$ cat src/sv/lvi_pkg.sv
// shared types, codes and the led colour table for the led and vibration indicator
package lvi_pkg;

   // request kinds
   localparam logic [1:0] OP_TICK    = 2'd0;
   localparam logic [1:0] OP_SET     = 2'd1;
   localparam logic [1:0] OP_VIBRATE = 2'd2;

   // csr register indexes
   localparam logic [2:0] CSR_BLINK_HALF    = 3'd0;
   localparam logic [2:0] CSR_PULSE_ON      = 3'd1;
   localparam logic [2:0] CSR_PULSE_OFF     = 3'd2;
   localparam logic [2:0] CSR_SUCCESS_HOLD  = 3'd3;
   localparam logic [2:0] CSR_REJECTED_HOLD = 3'd4;
   localparam logic [2:0] CSR_LED_POL       = 3'd5;
   localparam logic [2:0] CSR_MOTOR_POL     = 3'd6;

   localparam int unsigned CSR_DATA_W = 12;
   localparam int unsigned MS_W       = 10;
   localparam int unsigned HOLD_W     = 12;

   // csr reset values
   localparam logic [MS_W-1:0]   BLINK_HALF_RST    = 10'd250;
   localparam logic [MS_W-1:0]   PULSE_ON_RST      = 10'd120;
   localparam logic [MS_W-1:0]   PULSE_OFF_RST     = 10'd100;
   localparam logic [HOLD_W-1:0] SUCCESS_HOLD_RST  = 12'd1200;
   localparam logic [HOLD_W-1:0] REJECTED_HOLD_RST = 12'd2000;

   localparam logic [HOLD_W-1:0] ELAPSED_MAX = 12'd4095;

   typedef enum logic [2:0] {
      MODE_BOOT         = 3'd0,
      MODE_DISCONNECTED = 3'd1,
      MODE_IDLE         = 3'd2,
      MODE_SENDING      = 3'd3,
      MODE_URGENT       = 3'd4,
      MODE_SUCCESS      = 3'd5,
      MODE_FULL         = 3'd6,
      MODE_REJECTED     = 3'd7
   } mode_type;

   typedef struct packed {
      logic [1:0] op;
      logic       link_up;
      logic [2:0] new_mode;
      logic [3:0] pulse_count;
   } req_type;

   typedef struct packed {
      logic       red_pin;
      logic       green_pin;
      logic       blue_pin;
      logic       motor_pin;
      logic [2:0] mode_now;
      logic       vibrating;
   } rsp_type;

   // led levels: bit0 red, bit1 green, bit2 blue
   function automatic logic [2:0] draw_leds(input mode_type m, input logic lit);
      logic [2:0] lv;
      case (m)
         MODE_BOOT:         lv = 3'b100;
         MODE_DISCONNECTED: lv = lit ? 3'b011 : 3'b000;
         MODE_IDLE:         lv = 3'b010;
         MODE_SENDING:      lv = 3'b011;
         MODE_URGENT:       lv = lit ? 3'b001 : 3'b000;
         MODE_SUCCESS:      lv = {lit, 2'b10};
         MODE_FULL:         lv = 3'b101;
         default:           lv = lit ? 3'b101 : 3'b000;
      endcase
      return lv;
   endfunction

endpackage

$ cat src/sv/led_and_vibration_indicator_top.sv
// led and vibration indicator: mode state, blink divider, pulse sequencer and result register
//
//   channel | direction | handshake            | payload
//   req     | in        | req_valid/req_ready  | req_payload  (op, link_up, new_mode, pulse_count)
//   rsp     | out       | rsp_valid/rsp_ready  | rsp_payload  (pins, mode_now, vibrating)
//   csr     | in        | csr_we               | csr_index, csr_wdata
//
// one request per cycle while not stalled; its response is registered on acceptance
// throughput is set by the single result register: a request is taken whenever that register
//   is empty or is being drained in the same cycle
// a stalled response holds, and requests stall with it until rsp_ready returns
// synchronous reset restores the csr defaults, boot mode, all leds off and the motor stopped
module led_and_vibration_indicator_top (
   input  logic                              clock,
   input  logic                              reset,
   input  logic                              req_valid,
   output logic                              req_ready,
   input  lvi_pkg::req_type                  req_payload,
   output logic                              rsp_valid,
   input  logic                              rsp_ready,
   output lvi_pkg::rsp_type                  rsp_payload,
   input  logic                              csr_we,
   input  logic [2:0]                        csr_index,
   input  logic [lvi_pkg::CSR_DATA_W-1:0]    csr_wdata
);
   import lvi_pkg::*;

   // csr registers
   logic [MS_W-1:0]   blink_half_ff;
   logic [MS_W-1:0]   pulse_on_ff;
   logic [MS_W-1:0]   pulse_off_ff;
   logic [HOLD_W-1:0] success_hold_ff;
   logic [HOLD_W-1:0] rejected_hold_ff;
   logic              led_pol_ff;
   logic              motor_pol_ff;

   // indicator state
   mode_type          mode_ff, mode_in;
   logic [HOLD_W-1:0] elapsed_ff, elapsed_in;
   logic [MS_W-1:0]   blink_count_ff, blink_count_in;
   logic              blink_phase_ff, blink_phase_in;
   logic [2:0]        led_ff, led_in;
   logic              motor_ff, motor_in;
   logic [4:0]        edges_ff, edges_in;
   logic [MS_W-1:0]   edge_wait_ff, edge_wait_in;

   // result register
   logic              rsp_valid_ff, rsp_valid_in;
   rsp_type           rsp_ff, rsp_in;

   logic              req_accept;
   logic [MS_W-1:0]   wait_dec;
   logic [MS_W-1:0]   reload;
   logic [MS_W-1:0]   blink_inc;
   logic [HOLD_W-1:0] elapsed_inc;
   logic              hold_done;

   // a result may leave in the same cycle a new request arrives
   assign req_ready  = !rsp_valid_ff || rsp_ready;
   assign req_accept = req_valid && req_ready;

   always_comb begin
      mode_in        = mode_ff;
      elapsed_in     = elapsed_ff;
      blink_count_in = blink_count_ff;
      blink_phase_in = blink_phase_ff;
      led_in         = led_ff;
      motor_in       = motor_ff;
      edges_in       = edges_ff;
      edge_wait_in   = edge_wait_ff;
      wait_dec       = (edge_wait_ff != '0) ? edge_wait_ff - 1'b1 : edge_wait_ff;
      reload         = '0;
      blink_inc      = blink_count_ff + 1'b1;
      elapsed_inc    = (elapsed_ff < ELAPSED_MAX) ? elapsed_ff + 1'b1 : elapsed_ff;
      hold_done      = 1'b0;

      if (req_accept) begin
         case (req_payload.op)
            OP_TICK: begin
               // pulse sequencer first
               edge_wait_in = wait_dec;
               if (edges_ff != '0 && wait_dec == '0) begin
                  motor_in = !motor_ff;
                  edges_in = edges_ff - 1'b1;
                  reload   = motor_in ? pulse_on_ff : pulse_off_ff;
                  // a zero time behaves as one millisecond
                  edge_wait_in = (reload == '0) ? MS_W'(1) : reload;
               end
               // free-running blink divider
               if (blink_inc >= blink_half_ff) begin
                  blink_count_in = '0;
                  blink_phase_in = !blink_phase_ff;
               end else begin
                  blink_count_in = blink_inc;
               end
               elapsed_in = elapsed_inc;
               // drawn from the mode before any timed return
               led_in = draw_leds(mode_ff, !blink_phase_in);
               hold_done = (mode_ff == MODE_SUCCESS  && elapsed_inc >= success_hold_ff) ||
                           (mode_ff == MODE_REJECTED && elapsed_inc >= rejected_hold_ff);
               if (hold_done) begin
                  mode_in    = req_payload.link_up ? MODE_IDLE : MODE_DISCONNECTED;
                  elapsed_in = '0;
               end
            end
            OP_SET: begin
               // same mode keeps its running time
               if (mode_type'(req_payload.new_mode) != mode_ff) begin
                  mode_in    = mode_type'(req_payload.new_mode);
                  elapsed_in = '0;
               end
            end
            OP_VIBRATE: begin
               // stop now, first edge on the next tick
               motor_in     = 1'b0;
               edges_in     = {req_payload.pulse_count, 1'b0};
               edge_wait_in = '0;
            end
            default: begin
            end
         endcase
      end

      // polarity applied on the way into the result register
      rsp_in.red_pin   = (led_in[0] == led_pol_ff);
      rsp_in.green_pin = (led_in[1] == led_pol_ff);
      rsp_in.blue_pin  = (led_in[2] == led_pol_ff);
      rsp_in.motor_pin = (motor_in == motor_pol_ff);
      rsp_in.mode_now  = mode_in;
      rsp_in.vibrating = (edges_in != '0);

      if (req_accept) begin
         rsp_valid_in = 1'b1;
      end else if (rsp_ready) begin
         rsp_valid_in = 1'b0;
      end else begin
         rsp_valid_in = rsp_valid_ff;
      end
   end

   // csr writes
   always_ff @(posedge clock) begin
      if (reset) begin
         blink_half_ff    <= BLINK_HALF_RST;
         pulse_on_ff      <= PULSE_ON_RST;
         pulse_off_ff     <= PULSE_OFF_RST;
         success_hold_ff  <= SUCCESS_HOLD_RST;
         rejected_hold_ff <= REJECTED_HOLD_RST;
         led_pol_ff       <= 1'b1;
         motor_pol_ff     <= 1'b1;
      end else if (csr_we) begin
         case (csr_index)
            CSR_BLINK_HALF:    blink_half_ff    <= csr_wdata[MS_W-1:0];
            CSR_PULSE_ON:      pulse_on_ff      <= csr_wdata[MS_W-1:0];
            CSR_PULSE_OFF:     pulse_off_ff     <= csr_wdata[MS_W-1:0];
            CSR_SUCCESS_HOLD:  success_hold_ff  <= csr_wdata[HOLD_W-1:0];
            CSR_REJECTED_HOLD: rejected_hold_ff <= csr_wdata[HOLD_W-1:0];
            CSR_LED_POL:       led_pol_ff       <= csr_wdata[0];
            CSR_MOTOR_POL:     motor_pol_ff     <= csr_wdata[0];
            default: begin
            end
         endcase
      end
   end

   // indicator state and result handshake
   always_ff @(posedge clock) begin
      if (reset) begin
         mode_ff        <= MODE_BOOT;
         elapsed_ff     <= '0;
         blink_count_ff <= '0;
         blink_phase_ff <= 1'b0;
         led_ff         <= '0;
         motor_ff       <= 1'b0;
         edges_ff       <= '0;
         edge_wait_ff   <= '0;
         rsp_valid_ff   <= 1'b0;
      end else begin
         mode_ff        <= mode_in;
         elapsed_ff     <= elapsed_in;
         blink_count_ff <= blink_count_in;
         blink_phase_ff <= blink_phase_in;
         led_ff         <= led_in;
         motor_ff       <= motor_in;
         edges_ff       <= edges_in;
         edge_wait_ff   <= edge_wait_in;
         rsp_valid_ff   <= rsp_valid_in;
      end
   end

   // result payload, loaded only with a new request
   always_ff @(posedge clock) begin
      if (req_accept) begin
         rsp_ff <= rsp_in;
      end
   end

   assign rsp_valid   = rsp_valid_ff;
   assign rsp_payload = rsp_ff;

   // a held response still describes the current state
   a_rsp_tracks_state: assert property (@(posedge clock) disable iff (reset)
      rsp_valid_ff |-> (rsp_ff.vibrating == (edges_ff != '0)) &&
                       (rsp_ff.mode_now == mode_ff))
      else $error("held response disagrees with state");

   // a change of mode restarts the elapsed time
   a_set_clears_elapsed: assert property (@(posedge clock) disable iff (reset)
      (req_accept && req_payload.op == OP_SET &&
       mode_type'(req_payload.new_mode) != mode_ff) |=> (elapsed_ff == '0))
      else $error("elapsed time not restarted on mode change");

   // state moves only with an accepted request
   a_state_idle: assert property (@(posedge clock) disable iff (reset)
      !req_accept |=> $stable(mode_ff) && $stable(edges_ff) && $stable(elapsed_ff))
      else $error("state changed without a request");

   // nothing is offered straight after reset
   a_reset_empty: assert property (@(posedge clock)
      (!reset && $past(reset)) |-> !rsp_valid_ff)
      else $error("response valid after reset");

endmodule
$ cat config.mk
export PLATFORM = sky130hd
export DESIGN_NAME = led_and_vibration_indicator_top
export DESIGN_NICKNAME = d
export VERILOG_FILES = /design/src/sv/lvi_pkg.sv /design/src/sv/led_and_vibration_indicator_top.sv
export SDC_FILE = /design/constraint.sdc
export NUM_CORES = 1
export LEC_CHECK = 0
export BUFFER_PORTS_ARGS = -buffer_cell sky130_fd_sc_hd__buf_2
export CELL_PAD_IN_SITES_DETAIL_PLACEMENT = 1
export CELL_PAD_IN_SITES_GLOBAL_PLACEMENT = 1
export CORE_MARGIN = 10
export CORE_UTILIZATION = 35
export CTS_CLUSTER_DIAMETER = 30
export CTS_CLUSTER_SIZE = 12
export DETAILED_ROUTE_END_ITERATION = 10
export PLACE_DENSITY = 0.61
export SETUP_SLACK_MARGIN = 0.1
export SLEW_MARGIN = 20
export SYNTH_ARGS = -nofsm -noshare
export SYNTH_HDL_FRONTEND = slang
export SYNTH_SLANG_ARGS = --single-unit
$ cat constraint.sdc
create_clock -name clock -period 4.7 [get_ports clock]
set_clock_uncertainty 0.05 [all_clocks]
set_input_delay 0.235 -clock clock [delete_from_list [all_inputs] [get_ports clock]]
set_output_delay 0.235 -clock clock [all_outputs]
set_load 0.005 [all_outputs]
Word-level counts from Yosys, hierarchy flattened
Index checks and enable logic that the tools add are counted.

operators by class
  multiplexer cells = 32
  order comparisons = 4
  add/sub/neg operators = 4
  equal/unequal tests = 21
  reductions and logical operators = 31

operators with widths
  operator               count
  $mux 10                5
  $mux 12                3
  $ge 12x12->1           2
  $pmux 12 s2            1
  $eq 3x3->1 const B     7
  $pmux 3 s7             1
  $logic_not 10->1       2
  $pmux 10 s2            1
  $mux 3                 6
  $reduce_and 2->1       9
  $add 12x1->12 const B  1
  $eq 3x2->1 const B     4
  $lt 12x12->1 const B   1
  $add 10x1->10 const B  1
  $ge 10x10->1           1
  $mux 5                 2
  $pmux 5 s2             1
  $reduce_bool 10->1     1
  $reduce_bool 5->1      2
  $sub 10x1->10 const B  1
  $mux 1                 8
  $eq 3x1->1 const B     2
  $logic_not 3->1        2
  $pmux 3 s2             1
  14 further kinds       27

storage, ports and cells
  register bits after elaboration = 110
  input port bits = 30

Depth between registers and ports, before layout
Gate-level depths: netlist (run 1).

  word-level depth = 10
  mapped depth = 15

Worst setup path after synthesis (run 1)
OpenSTA, ideal clock, no wires.

  path type = register -> register
  start point = reg elapsed_ff[0]
  end point = reg elapsed_ff[10]
  path slack = 1.266 ns
  path buffers = 2
  arrival = 3.319 ns
  data required time = 4.585 ns
  cell stages (with the launch flop) = 16
  clock period less this slack = 3.434 ns
  cell sequence = dfxtp_1 -> ha_1 -> nand4_1 -> or3_1 -> clkbuf_1 -> xnor2_1 -> ha_1 -> nand2b_1 -> a21o_1 -> a21o_1 -> a21oi_1 -> o211a_1 -> a2bb2oi_1 -> clkbuf_1 -> a32oi_1 -> nor2_1

on the way
  word-level cells in the longest chain between the ends = 7
  elaborated cells between the ends (all ways) = 10

RTL lines
  element                                               RTL line                                                                       RTL
  from (decl)                                           led_and_vibration_indicator_top.sv:39                                          logic [HOLD_W-1:0] elapsed_ff, elapsed_in;
  from (signal assigned)                                led_and_vibration_indicator_top.sv:180                                         elapsed_ff <= elapsed_in;
  $add 12x1->12 / $lt 12x12->1 (equally long branches)  led_and_vibration_indicator_top.sv:74                                          elapsed_inc = (elapsed_ff < ELAPSED_MAX) ? elapsed_ff + 1'b1 : elapsed_ff;
  $mux 12 (*)                                           led_and_vibration_indicator_top.sv:74
  $ge 12x12->1, on equally long branches                led_and_vibration_indicator_top.sv:99, led_and_vibration_indicator_top.sv:100
  $logic_and 1x1->1, on equally long branches           led_and_vibration_indicator_top.sv:99, led_and_vibration_indicator_top.sv:100
  $logic_or 1x1->1                                      led_and_vibration_indicator_top.sv:99                                          hold_done = (mode_ff == MODE_SUCCESS && elapsed_inc >= success_hold_ff) ||
  $mux 12 (*)                                           led_and_vibration_indicator_top.sv:101                                         if (hold_done) begin
  $pmux 12 s2 (*)                                       led_and_vibration_indicator_top.sv:78                                          case (req_payload.op)

Every way passes the cells marked *; elsewhere a longest branch is shown, timed or not.
A chain may end at the register's enable or synchronous reset.

Worst setup path after layout (run 1)
  start point = reg elapsed_ff[0]
  end point = reg elapsed_ff[1]

The elaborated chain is that of the path after synthesis.

==> results.md, run 1 <==
* Synth Flop Type: dfxtp_1
* Syn Nets at around 830
* TritonCTS Buffers at 9
* CP startpoint kind: flop
* Yosys cell types at 65
* Most frequent cells in the layout: 126 x nand2_1, 102 x dfxtp_1, 66 x nor2_1
* Highest routed layer: met4
* Metal3 WL at around 750 um
* GRT Total Usage at 15.4%
* Max Cap Viol at 0
* Clk slew on worst S/H paths at roughly 0.080 ns
* Number of synthesized flops with an enable pin at 8
* Global-route wire length before repair at between 20 and 30 mm
* Final setup viols at 0
* Worst skew pair latency at roughly 0.36 ns
* Vias at about 5.4k
* Final Cell Area at 6820 um2
* Crit path cell chain: ha_1 -> nand4_1 -> or3_1 -> xnor2_1 -> ha_1 -> nand2b_1 -> a21o_1 -> a21o_1 -> a21oi_1 -> o211a_1 -> a2bb2oi_1 -> buf_4 -> a32oi_1 -> nor2_1
* Die width at roughly 150 um
* Fin. Hold Viols at 0
* Largest net degree at the start of global routing at 55
* Area of the core at approximately 17000 um2
* CTS resizes at 0
* Post-synthesis sequential area ratio at between 30% and 40%
* Initial antenna violation count at 0
* RePlAce Congestion at between 0.8 and 0.9
* Yosys warns at 0
* Die ar. at 23400 um2
* Asr flop ratio synth at 0%
* GRT overflow at 0
* DRT met1 WL at roughly 9.1 mm
* Post-Synthesis Cells at between 700 and 800
* Leak at roughly 0.0028 uW
* Slew of the pin with the lowest slew margin at slightly below 1 ns
* Worst slew margin at about 36%
* Worst path required time at around 5 ns
* Diode count at 0
* Setup TNS at 0 ns
* Commonest non-fill, non-tap cell in the layout: nand2_1
* Antenna Nets Post-Route at 0
* Starting density of the core at between 30% and 40%
* Num rows at 48
* Clock buffer depth at 2
* Max incr delay on CP at around 0.56 ns
* WL met2 at about 8.0 mm
* Setup CP Type: reg -> reg
* VDD IR max at roughly 0.18 mV
* Hold_buf cts at 0
* Clock Sinks at between 100 and 150
* Synth Register Bits at 110
* DP HPWL at 13.5 mm
* Final setup margin at 0.739 ns
* Class of the worst hold path: in -> reg
* PD cells at about 370 nW/um2
* Avg WL per Cell at approximately 18 um
* Unrepaired setup endpoints after global routing: no
* Mean Syn Cell Area at between 8 and 9 um2
* Slowest CP cell: or3_1
* DRT Pass-1 Iters at 4
* Synthesized cell area at slightly above 6000 um2
* Synth-to-Final Area Change at 10.3%
* Buffers on Ports at 39
* Num ports at 40
* Initial DRC Count at approximately 330
* Vias in the first global route at 5567
* DRT Wirelength at roughly 18 mm
* Status: finished, final reports clean
* Ratio of cells with drive above 1 in the final layout at under 10%
* Final #Nets at about 850
* Worst Hold Slack at around 0.047 ns
* Root Buffer: clkbuf_16
* # H-tree levels at 3
* DP Worst Slack at around 0.77 ns
* Max Freq at between 0.2 and 0.3 GHz
* Part of the cycle the worst path needs at between 80% and 90%
* Routed vias/inst at between 5 and 6
* Period minus WS final at approximately 4.0 ns
* Die Y at 153 um
* Area post-placement at approximately 6500 um2
* Final slew viol count at 0
* Post-CTS setup buffers at 0
* DRC violations left at 0
* Final Power at ~2500 uW
* CTS tree: done
* Worst Setup End Kind: flop
* Worst-path maximum fanout at 11
* Worst Path Arrival at 4.20 ns
-- per-stage QoR --
step                      util, %  instances
after global placement       37.7        990
after CTS                    39.4       1006
after floorplan                 -        765
after global routing         39.4       1006
final                        39.4       1006
after detailed placement     37.7        990
-- per-layer routing --
metal | track usage (%) | vias up
met2 | 24.0 | 89
met3 | 2.86 | 20
li1 | - | 2705
met5 | 0 | -
met4 | 4.59 | 0
met1 | 21.2 | 2610
-- Yosys cell counts, drive strengths merged, types with 15 or more instances --
library cell	instances	area share [%]
dfxtp	102	33
inv	40	2.4
ha	39	7.9
o21ai	27	2.2
nand2	126	7.6
nand3	20	1.6
clkbuf	40	2.4
xnor2	15	2.1
and3	15	1.5
a21oi	58	4.7
nor2	67	4.1
nand3b	27	3.3
-- sequential cells by signal (all words and copies together), names as in the netlist --
signal,count
elapsed_ff,12
rejected_hold_ff,12
success_hold_ff,12
blink_count_ff,10
blink_half_ff,10
edge_wait_ff,10
pulse_off_ff,10
pulse_on_ff,10
rsp_payload,8
edges_ff,5
led_ff,3
mode_ff,3
blink_phase_ff,1
led_pol_ff,1
motor_ff,1
motor_pol_ff,1
rsp_valid,1
-- worst paths after layout --
check / slack, ns / startpoint / to / depth (start not counted)
setup / recovery: 0.74 / elapsed_ff[0] / elapsed_ff[1] / 14
hold reg to reg: 0.41 / rejected_hold_ff[5] / rejected_hold_ff[5] / 2
setup reg to reg: 0.74 / elapsed_ff[0] / elapsed_ff[1] / 14
hold / removal: 0.05 / csr_wdata[10] / rejected_hold_ff[10] / 3
-- cell families after synthesis --
family,Yosys count,synth area share (%)
multiplexers,13,2.10
buffers and inverters,84,5.46
XOR/XNOR,27,3.82
AND/OR/NAND/NOR,331,26.7
adder cells (fa/ha/maj),39,7.89
flip-flops,110,36.9
AO/OA/AOI/OAI,161,17.1
-- worst max-delay path, delay by kind of cell, from the launching register on --
kind | cells | cell delay [ns]
DFF | 1 | 0.46
adders and majority gates | 2 | 0.53
and+or+nand+nor | 4 | 1.01
buffers and inverters | 1 | 0.28
AOI/OAI and AO/OA | 6 | 1.29
xor gates and xnor gates | 1 | 0.28
-- report_power, final --
group / switching (uW) / internal, uW
sequential: 44.8 / 991
combinational: 396 / 261
clock: 391 / 417
-- area by class of cell --
| class | count | area (um2) |
|---|---|---|
| Fill cell | 2103 | 10500 |
| Multi-Input combinational cell | 571 | 3570 |
| Inverter | 40 | 150 |
| Tap cell | 225 | 282 |
| Clock inverter | 5 | 46.3 |
| Sequential cell | 110 | 2280 |
| Timing Repair Buffer | 44 | 233 |
| Clock buffer | 11 | 264 |
Power figures use the tool's default switching activity.
==> run 2, diff against run 1 <==
PLACE_DENSITY = 0.63   (was 0.61)
clock period = 3.4 ns   (was 4.7 ns; I/O delays follow)
==> run 2 against run 1 <==
Effect of this change:
- hold slack improved by 0.024 ns
- first-iteration DRC count grew 5.8%
- fmax grew 24%
- cell area is 6.9% higher
- critical path depth is the same
- non-clock buffer count increased by 26
- critical path type unchanged
- largest power group unchanged
- highest routed layer unchanged
==> results.md, run 2 (synthesis gave the netlist of run 1 again) <==
* DRC violations left at 0
* Class of the worst hold path: in -> reg
* Worst Path Arrival at 3.46 ns
* Final setup viols at 0
* Num rows at 48
* Setup CP Type: reg -> reg
* Die width at about 150 um
* Antenna Nets Post-Route at 0
* Most frequent cells in the layout: 125 x nand2_1, 89 x dfxtp_1, 63 x nor2_1
* Clk slew on worst S/H paths at about 0.08 ns
* Max Freq at between 0.3 and 0.4 GHz
* Slowest CP cell: or3_4
* Clock buffer depth at 2
* Status: finished, final reports clean
* Num ports at 40
* Worst skew pair latency at ~0.36 ns
* Fin. Hold Viols at 0
* GRT overflow at 0
* Commonest non-fill, non-tap cell in the layout: nand2_1
* Vias at 5590
* Unrepaired setup endpoints after global routing: no
* Part of the cycle the worst path needs at a little over nine tenths
* Hold Path Stages at 3
* RePlAce Congestion at 0.809
* Final setup margin at roughly 0.20 ns
* Area of the core at ~17000 um2
* Final #Nets at between 800 and 900
* Root Buffer: clkbuf_16
* Worst path required time at about 3.7 ns
* Top Registers: elapsed_ff (12), rejected_hold_ff (12), success_hold_ff (12)
* Hold Path Sink: rejected_hold_ff[1]
* CP startpoint kind: flop
* Max incr delay on CP at 0.44 ns
* Fin util at approximately 42%
* Reg2Reg Capture Point: elapsed_ff[10]
* Crit path cell chain: ha_4 -> nand4_1 -> or3_4 -> buf_6 -> nand2_1 -> xnor2_2 -> ha_1 -> a21o_1 -> a21oi_2 -> o211a_1 -> a2bb2oi_4 -> clkbuf_16 -> a32oi_1 -> nor2_1
* Routed vias/inst at approximately 5.4
* Initial antenna violation count at 0
* CTS tree: done
* Slew of the pin with the lowest slew margin at ~0.78 ns
* R2R cell count at 14
* Hold Startpoint: csr_wdata[1]
* Setup TNS at 0 ns
* # H-tree levels at 3
* Worst-path maximum fanout at 6
* Area post-placement at ~6600 um2
* DRT Wirelength at approximately 19 mm
* Largest net degree at the start of global routing at 40
* Global-route wire length before repair at 30.3 mm
* Initial DRC Count at 345
* Final Cell Area at approximately 7300 um2
* Buffers on Ports at 39
* Period minus WS final at about 3.2 ns
* Vias in the first global route at a little under 6k
* DRT Pass-1 Iters at 4
* VDD IR max at approximately 0.31 mV
* Starting density of the core at a little over a third
* Die ar. at approximately 23000 um2
* Flop2flop setup slack at roughly 0.20 ns
* Worst slew margin at about 48%
* Synth-to-Final Area Change at 17.9%
* Worst Setup End Kind: flop
* GRT Total Usage at between 15 and 20%
* Die Y at ~150 um
* Avg WL per Cell at ~18 um
* PD cells at approximately 470 nW/um2
* DP Worst Slack at -0.0953 ns
* Final slew viol count at 0
* TritonCTS Buffers at 9
* Leak at ~0.003 uW
* Ratio of cells with drive above 1 in the final layout at ~18%
* Max Cap Viol at 0
* DP HPWL at 13.3 mm
* FF-to-FF Start: elapsed_ff[0]
* Clock Sinks at 110
## run 2: critical path, delay by kind of cell (launching register included)
family / cells / cell delay [ns]
buffers and inverters: 2 / 0.36
and+or+nand+nor: 4 / 0.81
adders and majority gates: 2 / 0.44
xor gates and xnor gates: 1 / 0.18
AOI/OAI and AO/OA: 5 / 0.94
DFF: 1 / 0.36
## run 2: through the flow
stage | total power [uW] | std cells | hold slack [ns]
finish | 3430 | 1033 | 0.0705
global route | 3630 | 1032 | 0.0756
CTS | 3460 | 1024 | 0.0587
detailed placement | 2350 | 1001 | 0.362
global placement | 2330 | 1001 | 0.353
floorplan | 2170 | 765 | 0.238
## run 2: cell type report
class	count	area [um2]
multi-input cells	571	3790
repair buffers	70	469
flip-flops and latches	110	2300
well taps	225	282
diodes	1	2.50
clock buffers	12	267
fillers	2071	10000
clock inverters	4	36.3
inverters	40	150
## run 2: worst max-delay path by stage
stage / startpoint / end / depth (start not counted)
2_1_floorplan: elapsed_ff[0] / elapsed_ff[10] / 15
3_3_place_gp: elapsed_ff[4] / mode_ff[2] / 13
3_5_place_dp: blink_count_ff[0] / rsp_payload[6] / 14
4_1_cts: elapsed_ff[1] / elapsed_ff[6] / 15
5_1_grt: elapsed_ff[0] / mode_ff[1] / 15
6_report: elapsed_ff[0] / elapsed_ff[10] / 14
## run 2: layer usage
layer  vias up  track usage, %  routed length (um)
li1       2754               -                   -
met1      2729            19.4                8900
met3        25            2.75                 601
met2        82            25.8                8700
met4         0            5.63                 337
met5         -               0                   0
## run 2: timing repair
| action | 4_1_cts | 5_1_grt |
|---|---|---|
| hold buffers | 3 | 0 |
| endpoints found under the setup margin | 23 | 24 |
| pin swaps | 3 | 16 |
| resized for setup | 22 | 39 |
| hold endpoints to repair | 4 | 0 |
| cloned | 0 | 1 |
| setup buffers | 4 | 7 |
## run 2: power breakdown
part	switching [uW]	internal, uW
registers	62.5	1370
logic	535	372
clock network	524	569
total	1120	2310
